$ cat src/sv/fnrs_pkg.sv
// Shared types and constants for the first non-repeating symbol block.
package fnrs_pkg;

  localparam int SYM_W   = 8;
  localparam int ALPHA   = 256;
  localparam int ADDR_W  = $clog2(ALPHA);
  localparam int LEVEL_W = ADDR_W + 1;
  localparam int CNT_W   = 2;

  localparam logic [CNT_W-1:0] CNT_MAX   = 2'd3;
  localparam logic [CNT_W-1:0] CNT_ONE   = 2'd1;
  localparam logic [SYM_W-1:0] NOT_FOUND = 8'd35;

  typedef enum logic [2:0] {
    ST_IDLE,
    ST_COUNT,
    ST_QRD,
    ST_CRD,
    ST_TEST,
    ST_DONE
  } fnrs_state_t;

  typedef struct packed {
    logic              clr;
    logic              rd_en;
    logic [ADDR_W-1:0] rd_addr;
    logic              wr_en;
    logic [ADDR_W-1:0] wr_addr;
    logic [CNT_W-1:0]  wr_data;
  } fnrs_cnt_ctl_t;

  typedef struct packed {
    logic             clr;
    logic             push;
    logic [SYM_W-1:0] push_data;
    logic             pop;
    logic             rd_en;
  } fnrs_q_ctl_t;

  typedef struct packed {
    logic [LEVEL_W-1:0] level;
    logic [SYM_W-1:0]   rd_data;
  } fnrs_q_sts_t;

endpackage

$ cat src/sv/fnrs_count_mem.sv
// Occurrence count memory with per-entry valid bits, so that a clear needs no sweep.
module fnrs_count_mem (
  input  logic                   clk,
  input  logic                   rst_n,
  input  fnrs_pkg::fnrs_cnt_ctl_t ctl,
  output logic [fnrs_pkg::CNT_W-1:0] rd_data
);
  import fnrs_pkg::*;

  logic [CNT_W-1:0] cnt_mem [ALPHA];
  logic [ALPHA-1:0] valid_r;
  logic [CNT_W-1:0] rd_q_r;
  logic             rd_vld_r;

  always_ff @(posedge clk) begin
    if (ctl.wr_en) begin
      cnt_mem[ctl.wr_addr] <= ctl.wr_data;
    end
    if (ctl.rd_en) begin
      rd_q_r <= cnt_mem[ctl.rd_addr];
    end
  end

  always_ff @(posedge clk) begin
    if (!rst_n) begin
      valid_r  <= '0;
      rd_vld_r <= 1'b0;
    end else begin
      if (ctl.clr) begin
        valid_r <= '0;
      end else if (ctl.wr_en) begin
        valid_r[ctl.wr_addr] <= 1'b1;
      end
      // a read issued together with a clear sees the cleared entry
      if (ctl.rd_en) begin
        rd_vld_r <= valid_r[ctl.rd_addr] && !ctl.clr;
      end
    end
  end

  assign rd_data = rd_vld_r ? rd_q_r : '0;

endmodule

$ cat src/sv/fnrs_queue.sv
// Order queue: symbols in first-occurrence order, with head, tail and level.
module fnrs_queue (
  input  logic                  clk,
  input  logic                  rst_n,
  input  fnrs_pkg::fnrs_q_ctl_t ctl,
  output fnrs_pkg::fnrs_q_sts_t sts
);
  import fnrs_pkg::*;

  logic [SYM_W-1:0]   q_mem [ALPHA];
  logic [ADDR_W-1:0]  head_r, head_nxt;
  logic [ADDR_W-1:0]  tail_r, tail_nxt;
  logic [LEVEL_W-1:0] level_r, level_nxt;
  logic [SYM_W-1:0]   rd_q_r;

  always_ff @(posedge clk) begin
    if (ctl.push) begin
      q_mem[tail_r] <= ctl.push_data;
    end
    if (ctl.rd_en) begin
      rd_q_r <= q_mem[head_r];
    end
  end

  always_comb begin
    head_nxt  = head_r;
    tail_nxt  = tail_r;
    level_nxt = level_r;
    if (ctl.clr) begin
      head_nxt  = '0;
      tail_nxt  = '0;
      level_nxt = '0;
    end else if (ctl.push) begin
      tail_nxt  = tail_r + ADDR_W'(1);
      level_nxt = level_r + LEVEL_W'(1);
    end else if (ctl.pop) begin
      head_nxt  = head_r + ADDR_W'(1);
      level_nxt = level_r - LEVEL_W'(1);
    end
  end

  always_ff @(posedge clk) begin
    if (!rst_n) begin
      head_r  <= '0;
      tail_r  <= '0;
      level_r <= '0;
    end else begin
      head_r  <= head_nxt;
      tail_r  <= tail_nxt;
      level_r <= level_nxt;
    end
  end

  assign sts.level   = level_r;
  assign sts.rd_data = rd_q_r;

endmodule

$ cat src/sv/fnrs_ctrl.sv
// Sequencer: counts the symbol, pushes first occurrences, drops repeated fronts.
module fnrs_ctrl (
  input  logic                         clk,
  input  logic                         rst_n,
  input  logic                         in_valid,
  output logic                         in_ready,
  input  logic                         in_start_req,
  input  logic [fnrs_pkg::SYM_W-1:0]   in_symbol,
  output logic                         out_valid,
  input  logic                         out_ready,
  output logic                         out_found,
  output logic [fnrs_pkg::SYM_W-1:0]   out_first_unique,
  output fnrs_pkg::fnrs_cnt_ctl_t      cnt_ctl,
  input  logic [fnrs_pkg::CNT_W-1:0]   cnt_rd,
  output fnrs_pkg::fnrs_q_ctl_t        q_ctl,
  input  fnrs_pkg::fnrs_q_sts_t        q_sts
);
  import fnrs_pkg::*;

  fnrs_state_t        state_r, state_nxt;
  logic [SYM_W-1:0]   sym_r, sym_nxt;
  logic               res_found_r, res_found_nxt;
  logic [SYM_W-1:0]   res_sym_r, res_sym_nxt;
  logic               out_valid_r, out_valid_nxt;
  logic               out_found_r, out_found_nxt;
  logic [SYM_W-1:0]   out_sym_r, out_sym_nxt;
  logic [CNT_W-1:0]   cnt_inc;
  logic               do_push;
  logic [LEVEL_W-1:0] level_after;

  always_comb begin
    cnt_inc     = (cnt_rd == CNT_MAX) ? CNT_MAX : cnt_rd + CNT_W'(1);
    do_push     = (cnt_inc == CNT_ONE) && !q_sts.level[LEVEL_W-1];
    level_after = do_push ? q_sts.level + LEVEL_W'(1) : q_sts.level;
  end

  always_comb begin
    state_nxt     = state_r;
    sym_nxt       = sym_r;
    res_found_nxt = res_found_r;
    res_sym_nxt   = res_sym_r;
    in_ready      = 1'b0;
    cnt_ctl       = '0;
    q_ctl         = '0;
    out_valid_nxt = out_valid_r && !out_ready;
    out_found_nxt = out_found_r;
    out_sym_nxt   = out_sym_r;

    unique case (state_r)
      ST_IDLE: begin
        in_ready = 1'b1;
        if (in_valid) begin
          cnt_ctl.clr     = in_start_req;
          q_ctl.clr       = in_start_req;
          cnt_ctl.rd_en   = 1'b1;
          cnt_ctl.rd_addr = in_symbol;
          sym_nxt         = in_symbol;
          state_nxt       = ST_COUNT;
        end
      end
      ST_COUNT: begin
        cnt_ctl.wr_en   = 1'b1;
        cnt_ctl.wr_addr = sym_r;
        cnt_ctl.wr_data = cnt_inc;
        q_ctl.push      = do_push;
        q_ctl.push_data = sym_r;
        if (level_after != '0) begin
          state_nxt = ST_QRD;
        end else begin
          res_found_nxt = 1'b0;
          res_sym_nxt   = NOT_FOUND;
          state_nxt     = ST_DONE;
        end
      end
      ST_QRD: begin
        q_ctl.rd_en = 1'b1;
        state_nxt   = ST_CRD;
      end
      ST_CRD: begin
        cnt_ctl.rd_en   = 1'b1;
        cnt_ctl.rd_addr = q_sts.rd_data;
        state_nxt       = ST_TEST;
      end
      ST_TEST: begin
        if (cnt_rd > CNT_ONE) begin
          // drop the repeated front, then look at the next one
          q_ctl.pop = 1'b1;
          if (q_sts.level == LEVEL_W'(1)) begin
            res_found_nxt = 1'b0;
            res_sym_nxt   = NOT_FOUND;
            state_nxt     = ST_DONE;
          end else begin
            state_nxt = ST_QRD;
          end
        end else begin
          res_found_nxt = 1'b1;
          res_sym_nxt   = q_sts.rd_data;
          state_nxt     = ST_DONE;
        end
      end
      ST_DONE: begin
        if (!out_valid_r || out_ready) begin
          out_valid_nxt = 1'b1;
          out_found_nxt = res_found_r;
          out_sym_nxt   = res_sym_r;
          state_nxt     = ST_IDLE;
        end
      end
      default: state_nxt = ST_IDLE;
    endcase
  end

  always_ff @(posedge clk) begin
    if (!rst_n) begin
      state_r     <= ST_IDLE;
      out_valid_r <= 1'b0;
    end else begin
      state_r     <= state_nxt;
      out_valid_r <= out_valid_nxt;
    end
  end

  always_ff @(posedge clk) begin
    sym_r       <= sym_nxt;
    res_found_r <= res_found_nxt;
    res_sym_r   <= res_sym_nxt;
    out_found_r <= out_found_nxt;
    out_sym_r   <= out_sym_nxt;
  end

  assign out_valid        = out_valid_r;
  assign out_found        = out_found_r;
  assign out_first_unique = out_sym_r;

endmodule

$ cat src/sv/first_non_repeating_symbol.sv
// Top level of the first non-repeating symbol block.
//
//   channel  | ports                                     | dir
//   ---------+-------------------------------------------+-----
//   in       | in_valid, in_ready, in_start_req, in_symbol | in
//   out      | out_valid, out_ready, out_found, out_first_unique | out
//
// A transaction runs from accept through ST_COUNT, then ST_QRD, ST_CRD and ST_TEST
// per queue front tested (the surviving front and every dropped repeat), to ST_DONE.
// The tests are serialized through the single read port of each memory.
// ST_DONE loads the result into the output register; only ST_IDLE accepts.
// Reset clears the counts at once through per-symbol valid bits; no sweep.
// A start request clears counts and queue in the cycle the symbol is accepted.
// A stalled result sits in the output register; the next symbol is accepted
// meanwhile and its result waits until that register frees up.
module first_non_repeating_symbol (
  input  logic                       clk,
  input  logic                       rst_n,
  input  logic                       in_valid,
  output logic                       in_ready,
  input  logic                       in_start_req,
  input  logic [fnrs_pkg::SYM_W-1:0] in_symbol,
  output logic                       out_valid,
  input  logic                       out_ready,
  output logic                       out_found,
  output logic [fnrs_pkg::SYM_W-1:0] out_first_unique
);
  import fnrs_pkg::*;

  fnrs_cnt_ctl_t    cnt_ctl;
  logic [CNT_W-1:0] cnt_rd;
  fnrs_q_ctl_t      q_ctl;
  fnrs_q_sts_t      q_sts;

  fnrs_ctrl u_ctrl (
    .clk              (clk),
    .rst_n            (rst_n),
    .in_valid         (in_valid),
    .in_ready         (in_ready),
    .in_start_req     (in_start_req),
    .in_symbol        (in_symbol),
    .out_valid        (out_valid),
    .out_ready        (out_ready),
    .out_found        (out_found),
    .out_first_unique (out_first_unique),
    .cnt_ctl          (cnt_ctl),
    .cnt_rd           (cnt_rd),
    .q_ctl            (q_ctl),
    .q_sts            (q_sts)
  );

  fnrs_count_mem u_count (
    .clk     (clk),
    .rst_n   (rst_n),
    .ctl     (cnt_ctl),
    .rd_data (cnt_rd)
  );

  fnrs_queue u_queue (
    .clk   (clk),
    .rst_n (rst_n),
    .ctl   (q_ctl),
    .sts   (q_sts)
  );

endmodule

$ cat config.mk
export PLATFORM = sky130hd
export DESIGN_NAME = first_non_repeating_symbol
export DESIGN_NICKNAME = d
export VERILOG_FILES = /design/src/sv/fnrs_pkg.sv /design/src/sv/fnrs_count_mem.sv /design/src/sv/fnrs_queue.sv /design/src/sv/fnrs_ctrl.sv /design/src/sv/first_non_repeating_symbol.sv
export SDC_FILE = /design/constraint.sdc
export NUM_CORES = 2
export LEC_CHECK = 0
export ABC_AREA = 0
export BUFFER_PORTS_ARGS = -buffer_cell sky130_fd_sc_hd__buf_2
export CORE_MARGIN = 4
export CORE_UTILIZATION = 50
export CTS_CLUSTER_DIAMETER = 200
export DETAILED_ROUTE_END_ITERATION = 10
export PLACE_DENSITY = 0.7
export REMOVE_ABC_BUFFERS = 1
export SLEW_MARGIN = 25
export SYNTH_ARGS = -nofsm -noshare
export SYNTH_HDL_FRONTEND = slang
export SYNTH_SLANG_ARGS = --single-unit
$ cat constraint.sdc
create_clock -name clk -period 19.3 [get_ports clk]
set_input_delay 3.86 -clock clk [delete_from_list [all_inputs] [get_ports clk]]
set_output_delay 3.86 -clock clk [all_outputs]
set_load 0.02 [all_outputs]
==> run summary <==
* result of the run: finished, final reports clean
* Post-synth EDFFs: 2596
* prevailing post-synth register cell: edfxtp_1
* Vias: 56700
* count of cell types in the netlist: 64
* power share of the sequential group: 50.3%
* sequential fraction of the synthesis area: 74.7%
* portion of total power attributed to combinational logic: 11.2%
* clock slew at reported path FFs: 0.06 ns
* pin count of the biggest net entering global routing: 219
* Post-DP Area: 115000 µm²
* iteration count of the initial detailed-routing pass: 5
* number of global-route vias before repair: 57300
* setup violators final: 0
* Worst Tran Pin Value: 1.09 ns
* Max-slew headroom: 27.0%
* RSZ-0062 raised after global routing: false
* core region area: 223000 µm²
* cell area after technology mapping: 112000 µm²
* worst-case clock skew: 0.0808 ns
* endpoint required time on the critical path: 19.94 ns
* Worst Setup Path Type: in -> reg
* leakage power summed over all cells: 38.1 nW
* highest-delay cell along the critical path: buf_4
* post-detailed-routing wire length: 269000 µm
* Setup crit start kind: primary input
* Internal Dissipation: 11.0 mW
* largest stage delay on the critical path: 0.85 ns
* leading cell types by count after synthesis: edfxtp_1 (2596), nor2_1 (1032), mux4_2 (818)
* DR WL/cell: 29.5 µm
* port bufs: 23
* share of Yosys cell area claimed by the top area cell type: 69.6%
* post-layout min period: 7.62 ns
* crit path cell chain: buf_2, nand4bb_1, a21o_4, buf_4, buf_4, mux4_2, mux2i_1, a32oi_1, and4_1, a31oi_1, o211ai_1
* Top-Level Pins: 24
* area of all placed cells without fillers: 125000 µm²
* Clk Latency, worst-skew pair: 0.93 ns
* count of maximum capacitance violations: 0
* pwr/cell area: 117 nW/µm²
* initial core utilization: 50.3%
* hold slack: 0.417 ns
* top area cells in the synthesized netlist: edfxtp_1 (70%), mux4_2 (16%), dfxtp_1 (5.1%)
* Highest Clock Rate: 131 MHz
* GRT Total Usage: 23.3%
* number of buffers added for setup after CTS: 0
* total DRC errors in the routed layout: 0
* relative contribution of the clock network to total power: 38.5%
* # H-tree levels: 5
* total CTS buffers: 303
* number of antenna violations at the first check in global routing: 2
* type of the tightest min-delay check: reg -> reg
* growth of design area from synthesis to finish: 11.7%
* share of the clock period used by the worst path: 39.5%
* Crit path top cell by count: buf_4
* per-instance average area after synthesis: 19.2 µm²
* clock tree from TritonCTS: yes
* Max Root-Sink Buffers: 4
* worst IR drop on VDD: 0.000119 V
* Die X-Extent: 481 µm
* number of pins exceeding their max-slew limit in the final report: 0
* clock sink count: 2882
* Die Y-Extent: 481 µm
* Switching Power: 3.61 mW
* asr flop ratio synth: 0%
* Filler cells: 16500
* first-pass GRT wire length: 396000 µm
* family of cells with the greatest summed delay on the critical path: buffers and inverters
* clock root buffer: clkbuf_16
* die area: 232000 µm²
* Initial DRC Count: 7182
* total buffers and inverters traversed by the critical path: 3
* library cell occupying the most area in the post-synthesis netlist: edfxtp_1
* count of state elements after synthesis: 2882
* vias per std cell: 6.21
* gate count after technology mapping: 5836
* Row Count: 173
* gp weighted congestion: 0.851
* net switching fraction of the power: 24.7%
* HPWL after DPL: 156000 µm
* total global routing overflow: 0
* Hold Buf Count CTS: 0
* number of gates resized after CTS: 0
* number of nets still failing antenna checks after routing: 0
* Crit path arrival time: 8.26 ns
* most instantiated library cell after synthesis: edfxtp_1
* total count of hold-check failures in the final report: 0
* yosys synthesis warning count: 0
* Worst Setup End Kind: register
* top fanout value on the critical path: 62
* share of post-route cells with drive strength above 1: 23.2%
* NumNets Final: 5945
==> stage by stage <==
stage	TNS (ns)	cells	utilization, %	power, mW	setup slack, ns
3_5_place_dp	0	8589	51.9	9.09	10.73
3_3_place_gp	0	8589	51.9	9.03	10.83
5_1_grt	0	9124	56.2	15.1	11.45
4_1_cts	0	9119	56.2	14.7	11.72
2_1_floorplan	-52.96	5492	-	8.57	-3.83
6_report	0	9125	56.2	14.6	11.68
==> state kept, by name (all words and copies together) (netlist names) <==
| signal | flops |
|---|---|
| u_count.cnt_mem | 512 |
| u_count.rd_q_r | 2 |
| u_count.rd_vld_r | 1 |
| u_count.valid_r | 256 |
| u_ctrl.out_first_unique | 8 |
| u_ctrl.out_found | 1 |
| u_ctrl.out_valid | 1 |
| u_ctrl.res_found_r | 1 |
| u_ctrl.res_sym_r | 8 |
| u_ctrl.state_r | 3 |
| u_ctrl.sym_r | 8 |
| u_queue.head_r | 8 |
| u_queue.level_r | 9 |
| u_queue.q_mem | 2048 |
| u_queue.rd_q_r | 8 |
| u_queue.tail_r | 8 |
==> layout make-up <==
class                           instances  area, µm²  share of cell area [%]
Sequential cell                      2882      83700                    66.9
Antenna cell                            1       2.50                 0.00200
Multi-Input combinational cell       2596      27000                    21.6
Tap cell                             2975       3720                    2.97
Clock buffer                          388       8190                    6.54
Timing Repair Buffer                  127       1060                   0.848
Clock inverter                        142       1330                    1.06
Inverter                               14        113                  0.0900
==> cell usage in the layout, fill, tap and decap left out, types with 10 or more instances in the layout <==
cell type / netlist / layout
o21ai_0: 19 / 19
edfxtp_1: 2596 / 2596
a21oi_1: 52 / 50
and3_1: 15 / 15
mux4_2: 818 / 818
mux2_2: 11 / 11
nand2_1: 243 / 237
a32oi_1: 20 / 20
clkbuf_16: 0 / 308
clkinv_2: 0 / 48
buf_2: 96 / 23
o21a_1: 38 / 37
nor3_1: 13 / 12
buf_4: 4 / 89
dfxtp_1: 286 / 280
xor2_1: 15 / 15
nand3_1: 79 / 63
mux2i_1: 64 / 64
nand3_2: 0 / 15
clkinv_1: 1 / 53
a31oi_1: 14 / 13
and2_1: 10 / 10
nand4_1: 13 / 13
clkbuf_1: 198 / 62
bufinv_16: 0 / 24
nor2_1: 1032 / 1029
a22oi_1: 23 / 23
clkbuf_8: 0 / 18
==> cell families (layout without fill, tap and decap cells) <==
logic type,count (synthesis),after routing,synth area share (%)
other,0,1,0
AOI/OAI and AO/OA,224,224,1.39
buffers and inverters,358,671,1.33
muxes,893,893,17.1
xor gates and xnor gates,20,20,0.156
and+or+nand+nor,1451,1451,5.21
adders and majority gates,8,8,0.0894
DFF,2882,2882,74.7
==> worst paths after layout <==
path	depth (start not counted)	slack (ns)	startpoint	to
min	0	0.42	u_ctrl.res_sym_r[6]	u_ctrl.out_first_unique[6]
max	11	11.68	in_valid	u_count.rd_q_r[1]
min reg2reg	0	0.42	u_ctrl.res_sym_r[6]	u_ctrl.out_first_unique[6]
max reg2reg	7	13.32	u_queue.head_r[1]	u_queue.rd_q_r[7]
==> per-layer routing <==
layer	track usage, %	up-vias	part of all wire, %
met4	8.92	0	4.3
li1	-	23500	-
met2	37.5	2770	49
met1	32.3	29800	38
met5	0	-	0
met3	4.09	580	8.2
==> power by group through the flow <==
stage / sequential (mW) / combinational, mW / clock, mW
3_5_place_dp: 7.48 / 1.61 / 0
4_1_cts: 7.35 / 1.61 / 5.70
3_3_place_gp: 7.48 / 1.56 / 0
2_1_floorplan: 7.61 / 0.960 / 0
5_1_grt: 7.35 / 1.74 / 5.98
6_report: 7.35 / 1.64 / 5.63
No activity file was read; power rests on OpenSTA's default activity.
